==> config.mk <==
export PLATFORM = sky130hd
export DESIGN_NAME = sorted_priority_queue
export DESIGN_NICKNAME = d
export VERILOG_FILES = /design/src/design/spq_pkg.sv /design/src/design/spq_cell.sv /design/src/design/sorted_priority_queue.sv
export SDC_FILE = /design/constraint.sdc
export NUM_CORES = 2
export LEC_CHECK = 0
export ABC_AREA = 1
export BUFFER_PORTS_ARGS = -buffer_cell sky130_fd_sc_hd__clkbuf_2
export CAP_MARGIN = 40
export CORE_MARGIN = 5
export CORE_UTILIZATION = 60
export DETAILED_ROUTE_END_ITERATION = 10
export GPL_ROUTABILITY_DRIVEN = 0
export GPL_TIMING_DRIVEN = 1
export PLACE_DENSITY_LB_ADDON = 0.3
export SETUP_SLACK_MARGIN = 0.2
export SLEW_MARGIN = 20
export SYNTH_ARGS = -nofsm -noshare
export SYNTH_HDL_FRONTEND = slang
export SYNTH_HIERARCHICAL = 1
export SYNTH_SLANG_ARGS = --single-unit
==> constraint.sdc <==
create_clock -name clk -period 5.52 [get_ports clk]
set_input_delay 0.276 -clock clk [delete_from_list [all_inputs] [get_ports clk]]
set_output_delay 0.276 -clock clk [all_outputs]
set_load 0.02 [all_outputs]
==> src/design/spq_pkg.sv <==
// Package of shared types and constants for the sorted priority queue.
`timescale 1ns / 1ps

package spq_pkg;

	localparam int DATA_W = 32;
	localparam int OCC_W = 5;
	localparam int QUEUE_DEPTH_DEF = 16;

	localparam logic CMD_ENQ = 1'b0;
	localparam logic CMD_DEQ = 1'b1;

	typedef enum logic [1:0] {
		ST_DONE  = 2'd0,
		ST_EMPTY = 2'd1,
		ST_FULL  = 2'd2
	} spq_status_t;

	typedef struct packed {
		logic                     enq;
		logic                     deq;
		logic signed [DATA_W-1:0] data;
		logic signed [DATA_W-1:0] prio;
	} spq_cmd_t;

endpackage

==> src/design/spq_cell.sv <==
// One storage cell of the sorted chain, holding a single data and priority pair.
`timescale 1ns / 1ps

module spq_cell import spq_pkg::*; (
	input  logic                     clk,
	input  spq_cmd_t                 cmd,
	input  logic                     occupied,
	input  logic                     left_ge,
	input  logic signed [DATA_W-1:0] left_data,
	input  logic signed [DATA_W-1:0] left_prio,
	input  logic signed [DATA_W-1:0] right_data,
	input  logic signed [DATA_W-1:0] right_prio,
	output logic                     own_ge,
	output logic signed [DATA_W-1:0] data,
	output logic signed [DATA_W-1:0] prio
);

	logic signed [DATA_W-1:0] data_q;
	logic signed [DATA_W-1:0] prio_q;

	assign own_ge = occupied && ($signed(prio_q) >= $signed(cmd.prio));
	assign data = data_q;
	assign prio = prio_q;

	always_ff @(posedge clk) begin
		if (cmd.enq) begin
			if (!own_ge) begin
				if (left_ge) begin
					data_q <= cmd.data;
					prio_q <= cmd.prio;
				end else begin
					data_q <= left_data;
					prio_q <= left_prio;
				end
			end
		end else if (cmd.deq) begin
			data_q <= right_data;
			prio_q <= right_prio;
		end
	end

endmodule

==> src/design/sorted_priority_queue.sv <==
// A result word appears in the cycle after its input word is accepted.
// Throughput: one word per cycle while no result word is stalled; every cell compares and shifts in the same cycle.
// A stalled result holds in the output register and blocks further input words.
// Reset clears the entry count and the output valid flag; the cells hold no reset.
// The queue is usable as soon as reset is released.
`timescale 1ns / 1ps

module sorted_priority_queue import spq_pkg::*; #(
	parameter int QUEUE_DEPTH = QUEUE_DEPTH_DEF
) (
	input  logic                     clk,
	input  logic                     arst_n,
	input  logic                     in_valid,
	output logic                     in_ready,
	input  logic                     command,
	input  logic signed [DATA_W-1:0] item_data,
	input  logic signed [DATA_W-1:0] item_priority,
	output logic                     out_valid,
	input  logic                     out_ready,
	output logic [1:0]               status,
	output logic signed [DATA_W-1:0] out_data,
	output logic signed [DATA_W-1:0] out_priority,
	output logic [OCC_W-1:0]         occupancy
);

	localparam int CW = $clog2(QUEUE_DEPTH + 1);

	logic [CW-1:0]            count_q;
	logic [CW-1:0]            count_next;
	logic                     out_valid_q;
	spq_status_t              status_q;
	logic signed [DATA_W-1:0] out_data_q;
	logic signed [DATA_W-1:0] out_prio_q;
	logic [OCC_W-1:0]         occ_q;

	logic     fire;
	logic     full;
	logic     empty;
	spq_cmd_t cmd;
	spq_status_t status_next;

	logic                     ge_w   [QUEUE_DEPTH];
	logic signed [DATA_W-1:0] data_w [QUEUE_DEPTH];
	logic signed [DATA_W-1:0] prio_w [QUEUE_DEPTH];

	assign in_ready = !out_valid_q || out_ready;
	assign fire = in_valid && in_ready;
	assign full = (count_q == CW'(QUEUE_DEPTH));
	assign empty = (count_q == '0);

	assign cmd.enq = fire && (command == CMD_ENQ) && !full;
	assign cmd.deq = fire && (command == CMD_DEQ) && !empty;
	assign cmd.data = item_data;
	assign cmd.prio = item_priority;

	always_comb begin
		count_next = count_q;
		status_next = ST_DONE;
		if (cmd.enq) begin
			count_next = count_q + CW'(1);
		end else if (cmd.deq) begin
			count_next = count_q - CW'(1);
		end
		if ((command == CMD_DEQ) && empty) begin
			status_next = ST_EMPTY;
		end else if ((command == CMD_ENQ) && full) begin
			status_next = ST_FULL;
		end
	end

	for (genvar i = 0; i < QUEUE_DEPTH; i++) begin : g_cell
		localparam logic [CW-1:0] IDX = CW'(i);
		logic                     occupied;
		logic                     left_ge;
		logic signed [DATA_W-1:0] left_data;
		logic signed [DATA_W-1:0] left_prio;
		logic signed [DATA_W-1:0] right_data;
		logic signed [DATA_W-1:0] right_prio;

		assign occupied = (IDX < count_q);

		if (i == 0) begin : g_head
			assign left_ge = 1'b1;
			assign left_data = item_data;
			assign left_prio = item_priority;
		end else begin : g_body
			assign left_ge = ge_w[i-1];
			assign left_data = data_w[i-1];
			assign left_prio = prio_w[i-1];
		end

		if (i == QUEUE_DEPTH - 1) begin : g_tail
			assign right_data = data_w[i];
			assign right_prio = prio_w[i];
		end else begin : g_inner
			assign right_data = data_w[i+1];
			assign right_prio = prio_w[i+1];
		end

		spq_cell u_cell (
			.clk        (clk),
			.cmd        (cmd),
			.occupied   (occupied),
			.left_ge    (left_ge),
			.left_data  (left_data),
			.left_prio  (left_prio),
			.right_data (right_data),
			.right_prio (right_prio),
			.own_ge     (ge_w[i]),
			.data       (data_w[i]),
			.prio       (prio_w[i])
		);
	end

	always_ff @(posedge clk or negedge arst_n) begin
		if (!arst_n) begin
			count_q <= '0;
			out_valid_q <= 1'b0;
		end else begin
			count_q <= count_next;
			if (in_ready) begin
				out_valid_q <= in_valid;
			end
		end
	end

	always_ff @(posedge clk) begin
		if (fire) begin
			status_q <= status_next;
			out_data_q <= cmd.deq ? data_w[0] : '0;
			out_prio_q <= cmd.deq ? prio_w[0] : '0;
			occ_q <= OCC_W'(count_next);
		end
	end

	assign out_valid = out_valid_q;
	assign status = status_q;
	assign out_data = out_data_q;
	assign out_priority = out_prio_q;
	assign occupancy = occ_q;

endmodule

Word-level counts from Yosys, hierarchy flattened

Cells that the tools add are included.

Magnitude comparators: 32
Reduce and logical (&&, ||, !) cells: 45
Multiplexer cells: 123
$add $sub $neg: 2
Equality and inequality tests: 16
Bitwise operators: 2

Operators by type and width:

| operator              | number |
|---|---|
| $mux W32              | 120 |
| $ge A32 B32 Y1        | 16 |
| $lt A4 B5 Y1 const A  | 8 |
| $reduce_and A2 Y1     | 16 |
| $ne A2 B2 Y1 const B  | 15 |
| $logic_and A1 B1 Y1   | 23 |
| $lt A3 B5 Y1 const A  | 4 |
| $lt A1 B5 Y1 const A  | 2 |
| $lt A2 B5 Y1 const A  | 2 |
| $mux W5               | 2 |
| $add A5 B1 Y5 const B | 1 |
| $eq A5 B5 Y1 const B  | 1 |
| $logic_not A5 Y1      | 1 |
| $sub A5 B1 Y5 const B | 1 |
| $logic_not A1 Y1      | 3 |
| $mux W2               | 1 |
| $not A1 Y1            | 2 |
| $reduce_bool A2 Y1    | 1 |
| $logic_or A1 B1 Y1    | 1 |

Bits in registers: 1101

Longest topological paths before layout

Word-level depth: 7
Depth in mapped cells: 22

Cells and area by module

The synthesis kept the hierarchy.

By module, submodules not included:

| module                           | seq. area each (sq um) | cells each | area each (sq um) | times used |
|---|---|---|---|---|
| spq_cell at g_cell[0].u_cell ... | 1921.8                 | 497        | 4078.9            | 14 |
| spq_cell at g_cell[8].u_cell ... | 1921.8                 | 508        | 4121.5            | 2 |
| sorted_priority_queue            | 2282.2                 | 305        | 3255.6            | 1 |

Worst setup path after synthesis

No wires, ideal clock.

Path kind: register to register
Start point: reg out_valid_q, in the netlist out_valid
End point: reg occ_q[0], in the netlist occupancy[0] (data pin)
Period minus slack after synthesis: 5.040 ns
Setup time: 0.270 ns
Arrival time: 4.770 ns
Setup slack: 0.480 ns
Path buffers: 0
Data required time: 5.250 ns
Cell stages (with the launch flop): 5
Cells stage by stage: dfrtp_1 -> a21oi_1 -> nand3_1 -> nand2_1 -> xor2_1

Longest elaborated chain between the ends: 7
Elaborated cells between the ends (all ways): 9
Classes of those cells: mux: 2; reduce/logical: 7

Ends and longest elaborated chain:

| what                             | line                         | text |
|---|---|---|
| start: declaration               | sorted_priority_queue.sv:30  | `logic out_valid_q;` |
| start signal: assignment         | sorted_priority_queue.sv:122 | `out_valid_q <= in_valid;` |
| $logic_not A1 Y1 *               | sorted_priority_queue.sv:46  | `assign in_ready = !out_valid_q \|\| out_ready;` |
| $logic_or A1 B1 Y1 *             | sorted_priority_queue.sv:46  |  |
| $logic_and A1 B1 Y1 *            | sorted_priority_queue.sv:47  | `assign fire = in_valid && in_ready;` |
| $logic_and A1 B1 Y1 (2 in a row) | sorted_priority_queue.sv:52  | `assign cmd.deq = fire && (command == CMD_DEQ) && !empty;` |
| $mux W5                          | sorted_priority_queue.sv:61  | `end else if (cmd.deq) begin` |
| $mux W5 *                        | sorted_priority_queue.sv:59  | `if (cmd.enq) begin` |
| named net count_next[0]          | sorted_priority_queue.sv:29  | `logic [CW-1:0] count_next;` |
| end signal: assignment           | sorted_priority_queue.sv:132 | `occ_q <= OCC_W'(count_next);` |
| end: declaration                 | sorted_priority_queue.sv:34  | `logic [OCC_W-1:0] occ_q;` |

The timed path passes the listed nets; every way through them passes the cells marked *.
A chain may end at the register's enable or synchronous reset.

==> impl_results.md <==
* RSZ-0062 raised after global routing: false
* Max Fclk at roughly 260 MHz
* Largest net degree at the start of global routing at roughly 220
* Tightest Hold Check Type: primary input to flip-flop
* Post-Synthesis Cell Area at 0.0686 mm²
* Number of levels in the clock H-tree at 3
* CTS clock-pin slew for the worst setup and hold paths at around 0.060 ns
* Number of rows created at floorplan at 124
* Start point of the critical path: count_q[4]
* Clock tree from TritonCTS: built
* CTS Hold Buffers Added at 6
* Num Clock Sinks at roughly 1100
* Number of setup buffers added after CTS at 0
* Cell Chain, Critical Path: nor2_4 > nand2_1 > nor2_1 > nor2_2 > buf_4 > nand2_1 > nand2_2 > buf_4
* Final-stage net count at 8808
* Static leakage at between 30 and 40 nW
* R2r worst-path depth at 8
* Tcrit/Tclk final at 0.706
* Total I/O pin count at between 100 and 150
* Effective utilization at floorplan at 0.602
* Final hold viol count at 0
* Slew at the pin closest to its max-slew limit at around 0.91 ns
* P per Cell Area at about 390 mW/mm²
* Setup Total Neg Slack at 0 ns
* Synth-to-Final Area Change at 8.42%
* Root Buffer Master: sky130_fd_sc_hd__clkbuf_16
* Die Footprint at roughly 0.12 mm²
* Max Buffers Root-to-Sink at 3
* Sum of routed wire length over all layers at ~200 mm
* Critical Path Max Stage Delay at 0.77 ns
* Worst vdd rail ir drop at 0.323 mV
* Vias per inst at roughly 6.2
* Setup slack, reg-to-reg at ~1.6 ns
* Total iterations of the first detailed-routing run at 6
* Number of slew-limit violations in the final report at 0
* Critical path capture point type: flip-flop
* Cell with the largest stage delay on the worst path: sky130_fd_sc_hd__dfrtp_1
* Cells after Synth at just over 8000
* Skew final at around 0.026 ns
* Fraction of layout instances using a drive strength above 1 at 0.0739
* CP max FO at 40
* Outcome: finished, final reports clean
* Final critical path time including I/O delays and setup at ~3.9 ns
* Count of warnings emitted by yosys at 6
* Height of the die at about 350 µm
* Resized Gates After CTS at 0
* Total number of vias at between 60000 and 70000
* CTS Buf Count at 115
* Sort of element at the start of the critical path: flip-flop
* DRC violation total after the first TritonRoute iteration at about 7000
* Worst r2r src: count_q[4]
* Initial antenna violation count at 3
* Maxcap violations at 0
* Final antenna-violating net count at 0
* Endpoint arrival time on the critical path at roughly 4.3 ns
* Number of global-route vias before repair at just over 60000
* Worst setup path endpoint: g_cell[5].u_cell/data[20]
* Core outline area at ~0.11 mm²
* Normalized max-slew margin at 0.395
* DRC at 0
* Wire length of the first global-routing pass at 315 mm
* Synth Area per Inst at slightly above 8 µm²
* Count of endpoints failing setup in the final report at 0
* DR WL/cell at just over 20 µm
* Required time at the endpoint of the critical path at a little under 6 ns
* Buffers & Inverters on Critical Path at 2
* Number of input and output port buffers inserted at between 100 and 150
* GRT Residual Overflow at 0
* WS Path Type: flip-flop to flip-flop
* Source-to-sink clock delay at the later pin of the worst-skew pair at 0.72 ns
* Capture point of the worst reg-to-reg path: g_cell[5].u_cell/data[20]
* GRT Overall Usage at 0.317
* Detailed Place HPWL at between 100 and 150 mm
* Depth of the critical timing path with buffers and inverters included at 8
* Chip Width at 348 µm
* Worst hold slack across all endpoints at 0.0710 ns
* CP delay by family, top: simple AND/OR/NAND/NOR gates
## sequential cells by signal, indices dropped and copies added, names as in the netlist
| signal | cells |
|---|---|
| out_priority | 32 |
| occupancy | 5 |
| count_q | 5 |
| g_cell.u_cell/data | 512 |
| g_cell.u_cell/prio | 512 |
| out_valid | 1 |
| out_data | 32 |
| status | 2 |
## worst min-delay path by stage
stage,startpoint,endpoint,slack (ns),cells past startpoint
floorplan,arst_n,count_q[0],-0.02,0
global placement,arst_n,out_valid,0.12,1
detailed placement,arst_n,out_valid,0.13,1
CTS,item_priority[25],g_cell[13].u_cell/prio[25],0.22,3
global route,item_priority[0],g_cell[15].u_cell/prio[0],0.09,3
finish,item_priority[0],g_cell[15].u_cell/prio[0],0.07,3
## layout by cell type, fill, tap and decap left out, types with 2 or more instances in the layout
cell / count
sky130_fd_sc_hd__o21a_2: 14
sky130_fd_sc_hd__clkinv_8: 4
sky130_fd_sc_hd__clkinv_2: 20
sky130_fd_sc_hd__nand3_1: 62
sky130_fd_sc_hd__diode_2: 3
sky130_fd_sc_hd__buf_12: 28
sky130_fd_sc_hd__xor2_1: 2
sky130_fd_sc_hd__a21oi_1: 200
sky130_fd_sc_hd__nor2_4: 4
sky130_fd_sc_hd__nand2_2: 53
sky130_fd_sc_hd__buf_16: 4
sky130_fd_sc_hd__clkbuf_16: 117
sky130_fd_sc_hd__ha_1: 516
sky130_fd_sc_hd__o21a_1: 16
sky130_fd_sc_hd__edfxtp_1: 1095
sky130_fd_sc_hd__a21o_1: 34
sky130_fd_sc_hd__dfrtp_1: 6
sky130_fd_sc_hd__conb_1: 2
sky130_fd_sc_hd__nand4_4: 2
sky130_fd_sc_hd__inv_1: 698
sky130_fd_sc_hd__buf_4: 87
sky130_fd_sc_hd__nand3_2: 2
sky130_fd_sc_hd__dlygate4sd3_1: 6
sky130_fd_sc_hd__clkinv_1: 49
sky130_fd_sc_hd__clkbuf_1: 22
sky130_fd_sc_hd__bufinv_16: 8
sky130_fd_sc_hd__o21ai_0: 1631
sky130_fd_sc_hd__inv_2: 56
sky130_fd_sc_hd__a21oi_2: 16
sky130_fd_sc_hd__nor4_4: 14
sky130_fd_sc_hd__clkinvlp_4: 7
sky130_fd_sc_hd__nor2_2: 33
sky130_fd_sc_hd__nand4_1: 33
sky130_fd_sc_hd__nor2_1: 1217
sky130_fd_sc_hd__buf_2: 2
sky130_fd_sc_hd__nand2_1: 1644
sky130_fd_sc_hd__o21ai_1: 468
sky130_fd_sc_hd__clkbuf_2: 141
## metal layers
| metal | part of all wire | wire length (µm) | GRT usage |
|---|---|---|---|
| met1 | 0.38 | 75800 | 0.396 |
| met2 | 0.50 | 100000 | 0.555 |
| met3 | 0.074 | 14700 | 0.0380 |
| met4 | 0.044 | 8720 | 0.141 |
| met5 | 0 | 0 | 0 |
## power by group
group	switching, W	leakage (nW)	internal [W]	total (W)
logic	0.00623	19.9	0.00242	0.00865
clock network	0.00340	1.74	0.00424	0.00764
registers	0.00111	10.4	0.0113	0.0124
total	0.0107	32.1	0.0179	0.0287
## stage by stage
step	utilization	worst slack (ns)	std cells	total power (W)	area (µm²)
floorplan	-	0.480	8279	0.0179	68600
global placement	0.616	1.53	9585	0.0203	70200
detailed placement	0.619	1.61	9604	0.0208	70500
CTS	0.651	1.67	9821	0.0284	74200
global route	0.653	1.46	9829	0.0302	74400
finish	0.653	1.62	9832	0.0287	74400
## worst reg2reg max path: stages (launching register included)
cell	delay (ns)
sky130_fd_sc_hd__dfrtp_1	0.77
sky130_fd_sc_hd__nor2_4	0.16
sky130_fd_sc_hd__nand2_1	0.30
sky130_fd_sc_hd__nor2_1	0.09
sky130_fd_sc_hd__nor2_2	0.38
sky130_fd_sc_hd__buf_4	0.46
sky130_fd_sc_hd__nand2_1	0.21
sky130_fd_sc_hd__nand2_2	0.54
sky130_fd_sc_hd__buf_4	0.58
## cell type report
class                   instances  area [µm²]
fillers                      9278       39500
repair buffers                268        2100
diodes                          3        7.51
clock inverters                72         587
inverters                     772        2900
clock buffers                 139        3010
flip-flops and latches       1101       33000
well taps                    1512        1890
multi-input cells            5965       30800
Note: power is estimated with default switching activity, not from simulation.
